===== src/sv/s256r_pkg.sv =====
package s256r_pkg;

   // Request codes carried in the req_type field
   typedef enum logic [1:0] {
      REQ_LOAD    = 2'd0,
      REQ_FORWARD = 2'd1,
      REQ_INVERSE = 2'd2
   } s256r_op_type;

   // Round indices at or above this count are ignored
   localparam logic [6:0] NUM_ROUNDS = 7'd64;

   typedef struct packed {
      logic [1:0]  req_type;
      logic [2:0]  word_index;
      logic [31:0] load_value;
      logic [31:0] message_word;
      logic [5:0]  round_index;
   } s256r_req_type;

   typedef struct packed {
      logic [31:0] word_a;
      logic [31:0] word_b;
      logic [31:0] word_c;
      logic [31:0] word_d;
      logic [31:0] word_e;
      logic [31:0] word_f;
      logic [31:0] word_g;
      logic [31:0] word_h;
   } s256r_rsp_type;

   // Round constants
   localparam logic [31:0] ROUND_K [64] = '{
      32'h428a2f98, 32'h71374491, 32'hb5c0fbcf, 32'he9b5dba5,
      32'h3956c25b, 32'h59f111f1, 32'h923f82a4, 32'hab1c5ed5,
      32'hd807aa98, 32'h12835b01, 32'h243185be, 32'h550c7dc3,
      32'h72be5d74, 32'h80deb1fe, 32'h9bdc06a7, 32'hc19bf174,
      32'he49b69c1, 32'hefbe4786, 32'h0fc19dc6, 32'h240ca1cc,
      32'h2de92c6f, 32'h4a7484aa, 32'h5cb0a9dc, 32'h76f988da,
      32'h983e5152, 32'ha831c66d, 32'hb00327c8, 32'hbf597fc7,
      32'hc6e00bf3, 32'hd5a79147, 32'h06ca6351, 32'h14292967,
      32'h27b70a85, 32'h2e1b2138, 32'h4d2c6dfc, 32'h53380d13,
      32'h650a7354, 32'h766a0abb, 32'h81c2c92e, 32'h92722c85,
      32'ha2bfe8a1, 32'ha81a664b, 32'hc24b8b70, 32'hc76c51a3,
      32'hd192e819, 32'hd6990624, 32'hf40e3585, 32'h106aa070,
      32'h19a4c116, 32'h1e376c08, 32'h2748774c, 32'h34b0bcb5,
      32'h391c0cb3, 32'h4ed8aa4a, 32'h5b9cca4f, 32'h682e6ff3,
      32'h748f82ee, 32'h78a5636f, 32'h84c87814, 32'h8cc70208,
      32'h90befffa, 32'ha4506ceb, 32'hbef9a3f7, 32'hc67178f2
   };

   function automatic logic [31:0] big_sigma0(input logic [31:0] v);
      return {v[1:0], v[31:2]} ^ {v[12:0], v[31:13]} ^ {v[21:0], v[31:22]};
   endfunction

   function automatic logic [31:0] big_sigma1(input logic [31:0] v);
      return {v[5:0], v[31:6]} ^ {v[10:0], v[31:11]} ^ {v[24:0], v[31:25]};
   endfunction

   function automatic logic [31:0] choose(input logic [31:0] x, input logic [31:0] y,
                                          input logic [31:0] z);
      return (x & y) ^ (~x & z);
   endfunction

   function automatic logic [31:0] majority(input logic [31:0] x, input logic [31:0] y,
                                            input logic [31:0] z);
      return (x & y) ^ (x & z) ^ (y & z);
   endfunction

endpackage


===== src/sv/sha256_round_forward_inverse_unit.sv =====
// Path: request register, then response register, with the round computed between
// them.
// Throughput: one request per cycle while the receiver does not stall; the next item sees the state left by the last.
// Reset (synchronous): empties both stages and clears the working words A..H to zero.
module sha256_round_forward_inverse_unit
   import s256r_pkg::*;
(
   input  logic          clock,
   input  logic          reset,
   input  logic          req_valid,
   output logic          req_stall,
   input  s256r_req_type req_data,
   output logic          rsp_valid,
   input  logic          rsp_stall,
   output s256r_rsp_type rsp_data
);

   logic          req_vld_ff, req_vld_in;
   s256r_req_type req_ff, req_in;
   logic          rsp_vld_ff, rsp_vld_in;
   s256r_rsp_type rsp_ff, rsp_in;
   logic [31:0]   state_ff [8];
   logic [31:0]   state_in [8];

   logic          advance;
   logic          in_range;
   logic [31:0]   k_word;
   logic [31:0]   fwd_t1, fwd_t2;
   logic [31:0]   inv_t1, inv_t2, inv_part;

   // Move the held beat on when the response register is free or being taken
   assign advance   = !rsp_vld_ff || !rsp_stall;
   assign req_stall = req_vld_ff && !advance;
   assign rsp_valid = rsp_vld_ff;
   assign rsp_data  = rsp_ff;

   // Round terms
   assign in_range = {1'b0, req_ff.round_index} < NUM_ROUNDS;
   assign k_word   = ROUND_K[req_ff.round_index];
   assign fwd_t1   = state_ff[7] + big_sigma1(state_ff[4])
                     + choose(state_ff[4], state_ff[5], state_ff[6])
                     + k_word + req_ff.message_word;
   assign fwd_t2   = big_sigma0(state_ff[0]) + majority(state_ff[0], state_ff[1], state_ff[2]);
   assign inv_t2   = big_sigma0(state_ff[1]) + majority(state_ff[1], state_ff[2], state_ff[3]);
   assign inv_t1   = state_ff[0] - inv_t2;
   assign inv_part = big_sigma1(state_ff[5]) + choose(state_ff[5], state_ff[6], state_ff[7])
                     + k_word + req_ff.message_word;

   // Next working state
   always_comb begin
      state_in = state_ff;
      if (req_vld_ff && advance) begin
         case (req_ff.req_type)
            REQ_LOAD: begin
               state_in[req_ff.word_index] = req_ff.load_value;
            end
            REQ_FORWARD: begin
               if (in_range) begin
                  state_in[7] = state_ff[6];
                  state_in[6] = state_ff[5];
                  state_in[5] = state_ff[4];
                  state_in[4] = state_ff[3] + fwd_t1;
                  state_in[3] = state_ff[2];
                  state_in[2] = state_ff[1];
                  state_in[1] = state_ff[0];
                  state_in[0] = fwd_t1 + fwd_t2;
               end
            end
            REQ_INVERSE: begin
               if (in_range) begin
                  state_in[0] = state_ff[1];
                  state_in[1] = state_ff[2];
                  state_in[2] = state_ff[3];
                  state_in[3] = state_ff[4] - inv_t1;
                  state_in[4] = state_ff[5];
                  state_in[5] = state_ff[6];
                  state_in[6] = state_ff[7];
                  state_in[7] = inv_t1 - inv_part;
               end
            end
            default: begin
               // unused code: hold the state
            end
         endcase
      end
   end

   // Stage control and payload
   always_comb begin
      req_vld_in = req_vld_ff;
      req_in     = req_ff;
      rsp_vld_in = rsp_vld_ff;
      rsp_in     = rsp_ff;
      if (!req_stall) begin
         req_vld_in = req_valid;
         if (req_valid) begin
            req_in = req_data;
         end
      end
      if (advance) begin
         rsp_vld_in = req_vld_ff;
         if (req_vld_ff) begin
            rsp_in = '{word_a: state_in[0], word_b: state_in[1], word_c: state_in[2],
                       word_d: state_in[3], word_e: state_in[4], word_f: state_in[5],
                       word_g: state_in[6], word_h: state_in[7]};
         end
      end
   end

   always_ff @(posedge clock) begin
      req_ff <= req_in;
      rsp_ff <= rsp_in;
      if (reset) begin
         req_vld_ff <= 1'b0;
         rsp_vld_ff <= 1'b0;
         for (int i = 0; i < 8; i++) begin
            state_ff[i] <= '0;
         end
      end else begin
         req_vld_ff <= req_vld_in;
         rsp_vld_ff <= rsp_vld_in;
         state_ff   <= state_in;
      end
   end

endmodule


===== config.mk =====
export PLATFORM = sky130hd
export DESIGN_NAME = sha256_round_forward_inverse_unit
export DESIGN_NICKNAME = d
export VERILOG_FILES = /design/src/sv/s256r_pkg.sv /design/src/sv/sha256_round_forward_inverse_unit.sv
export SDC_FILE = /design/constraint.sdc
export NUM_CORES = 2
export LEC_CHECK = 0
export BUFFER_PORTS_ARGS = -buffer_cell sky130_fd_sc_hd__buf_2
export CAP_MARGIN = 20
export CORE_AREA = 2 2 421 381
export CTS_CLUSTER_DIAMETER = 40
export DETAILED_ROUTE_END_ITERATION = 12
export DIE_AREA = 0 0 423 383
export PLACE_DENSITY = 0.46
export SLEW_MARGIN = 10
export SYNTH_ARGS = -nofsm -noshare
export SYNTH_HDL_FRONTEND = slang
export SYNTH_SLANG_ARGS = --single-unit

===== constraint.sdc =====
create_clock -name clock -period 11.2 [get_ports clock]
set_input_delay 1.12 -clock clock [delete_from_list [all_inputs] [get_ports clock]]
set_output_delay 1.12 -clock clock [all_outputs]
set_load 0.02 [all_outputs]

==> flow_metrics.tcl <==
set metrics [dict create \
    synthArstFlopShare_pct 0 \
    power_leakage_nw 22.7 \
    vias 42017 \
    skew_ns 0.0474 \
    grt_max_degree 164 \
    hold_violations 0 \
    synthesis.nets 5768 \
    numClockSinks 589 \
    cts_root_buf "clkbuf_16" \
    pwr-share-clk_pct 16.3 \
    finalMaxSlewViolations 0 \
    layout.nets 5978 \
    cp.arrival_ns 11.26 \
    drv_cap 0 \
    cts_resized 0 \
    critPathTopFamily "adder cells" \
    wl_um 225000 \
    rsz0062_at_grt "false" \
    clkTransAtPathRegs_ns 0.05 \
    placed_cells 7442 \
    required_ns 11.84 \
    slowest_stage "edfxtp_1" \
    grt_pass1_vias 40155 \
    tightest_slew_ns 1.19 \
    drt-pass1-iter-count 10 \
    antenna_left 0 \
    syn_avg_cell_area_um2 8.99 \
    synth_area_um2 47000 \
    clkLatencyLatePin_ns 0.78 \
    clock.fmax_mhz 94.1 \
    gp_congestion 0.989 \
    hold_class "flip-flop to flip-flop" \
    post_drt_wl_per_cell_um 29.4 \
    p_comb_share_pct 70.9 \
    grt-ovfl-total 0 \
    die_h_um 383 \
    min_period_ns 10.62 \
    synth_seq_cells 589 \
    cts_tree "yes" \
    final_common_cell "nand2_1" \
    final_cell_mix "nand2_1, inv_1, o21ai_0" \
    antenna_found_initial 3 \
    swShare_pct 51.7 \
    p_int_mw 10.5 \
    post-route-period-util_pct 94.9 \
    vias_per_cell 5.48 \
    cts_hold_buffers 0 \
    top_level_ports 337 \
    drive_above_1_share_pct 14.5 \
    finalNonFillerCells 7663 \
    seqPwrFrac_pct 12.8 \
    synthFlopType "edfxtp_1" \
    slowest_delay_ns 0.78 \
    place_hpwl_um 175000 \
    max-clock-path-buffers 3 \
    fin_tns_setup_ns 0 \
    synth_edf_count 331 \
    cts_made_buffers 113 \
    ys_seq_area_share_pct 32.1 \
    max-vdd-ir-drop_v 0.000320 \
    grt_pass1_wl_um 311000 \
    coreArea_um2 158000 \
    grt.total_usage_pct 27.1 \
    cp_num_buf_inv 7 \
    syn_to_final_growth_pct 17.1 \
    synth_warnings 0 \
    startpoint_type "flip-flop" \
    postSynthCellCount 5233 \
    chipWidth_um 423 \
    relSlewSlack_pct 20.5 \
    drc_errors 0 \
    row_count 139 \
    portBuffers 336 \
    dieArea_um2 162000 \
    post_cts_buffers 0 \
    path_class "flip-flop to flip-flop" \
    crit_path_end_kind "flip-flop" \
    drtIter0Drc 5119 \
    status "completed" \
    setup_violations 0 \
    ctsHtreeMaxLevel 3 \
    synth_cell_types 93 \
    start_util_pct 29.7 \
    crit_fanout 18 \
    powerDensity_nw_per_um2 393 \
    p_sw_mw 11.2 \
]
-- path summary, 6_finish.rpt --
kind | cells after the start | from | slack [ns] | to
max | 38 | req_ff[0] | 0.58 | state_ff[255]
min | 2 | req_vld_ff | 0.50 | rsp_valid
max reg2reg | 38 | req_ff[0] | 0.58 | state_ff[255]
min reg2reg | 2 | req_vld_ff | 0.50 | rsp_valid
-- worst reg2reg max path, delay by kind of cell, from the launching register on --
kind,cells,cell delay (ns)
AOI/OAI and AO/OA,15,3.42
adders and majority gates,8,3.62
DFF,1,0.78
xor gates and xnor gates,2,0.43
buffers and inverters,7,1.13
and+or+nand+nor,6,1.09
-- cells by family (layout without fill, tap and decap cells) --
family	count (synthesis)	in the layout	synth area share [%]
buffers and inverters	890	1200	7.24
AO/OA/AOI/OAI	1454	1454	20.3
adder cells (fa/ha/maj)	490	490	16.8
other	0	5	0
multiplexers	115	115	2.71
AND/OR/NAND/NOR	1263	1263	12.7
XOR/XNOR	432	432	8.12
flip-flops	589	589	32.1
-- registers in the layout (all words and copies together) (netlist names) --
name,flops
req_ff,75
req_vld_ff,1
rsp_data,256
rsp_valid,1
state_ff,256
-- area by class of cell --
class                   instances  area, µm²
multi-input cells            3754      28600
fillers                     16527     103000
well taps                    2115       2650
repair buffers                493       2910
clock buffers                 128       2990
clock inverters                87        908
flip-flops and latches        589      15100
inverters                     492       1860
diodes                          5       12.5
-- through the flow --
stage / hold WS (ns) / utilization, % / area (µm²) / setup slack [ns] / total power [mW]
global route: 0.473 / 34.8 / 55100 / 0.124 / 23.1
global placement: 0.473 / 32.3 / 51100 / 0.907 / 17.9
detailed placement: 0.478 / 32.3 / 51100 / 0.879 / 17.8
finish: 0.495 / 34.8 / 55100 / 0.576 / 21.6
CTS: 0.453 / 34.8 / 55000 / 0.822 / 21.4
floorplan: 0.450 / - / 47000 / 1.48 / 13.4
-- metal layers --
metal  track usage [%]  part of all wire, %
met5                 0               0.0058
met4              10.0                  4.0
met3              5.47                  7.9
met2              42.2                   45
met1              36.9                   44
-- power by group through the flow --
| stage | Sequential (mW) | Combinational, mW | Clock [mW] |
|---|---|---|---|
| 2_1_floorplan | 2.77 | 10.7 | 0 |
| 5_1_grt | 2.79 | 16.7 | 3.67 |
| 3_3_place_gp | 2.82 | 15.0 | 0 |
| 4_1_cts | 2.78 | 15.1 | 3.59 |
| 6_report | 2.78 | 15.3 | 3.51 |
| 3_5_place_dp | 2.82 | 15.0 | 0 |
-- cell usage after synthesis (13+ instances only) --
master | number | area share (%)
a21oi_1 | 348 | 3.7
dfxtp_1 | 258 | 11
and2_1 | 246 | 3.3
o211ai_1 | 29 | 0.46
xor2_1 | 129 | 2.4
clkbuf_1 | 345 | 2.8
a221o_1 | 13 | 0.28
ha_1 | 207 | 5.5
or2_2 | 13 | 0.17
edfxtp_1 | 331 | 21
xnor2_1 | 300 | 5.6
inv_1 | 487 | 3.9
mux2_2 | 29 | 0.69
buf_1 | 36 | 0.29
mux2i_1 | 79 | 1.7
nand3_1 | 50 | 0.53
o21a_1 | 47 | 0.75
o21bai_1 | 25 | 0.40
o221ai_1 | 22 | 0.41
nor2_1 | 219 | 1.7
a31oi_1 | 58 | 0.77
a221oi_1 | 19 | 0.35
a21o_1 | 101 | 1.6
a22oi_1 | 23 | 0.37
a211oi_1 | 40 | 0.64
nor3_1 | 56 | 0.60
o31ai_1 | 27 | 0.43
a222oi_1 | 139 | 3.0
and3_1 | 22 | 0.29
nor2b_1 | 34 | 0.45
fa_1 | 249 | 11
o21ai_0 | 406 | 4.3
nand2b_1 | 36 | 0.48
maj3_1 | 34 | 0.72
o22ai_1 | 29 | 0.39
nand2_1 | 528 | 4.2
(Power assumes the default switching activity.)
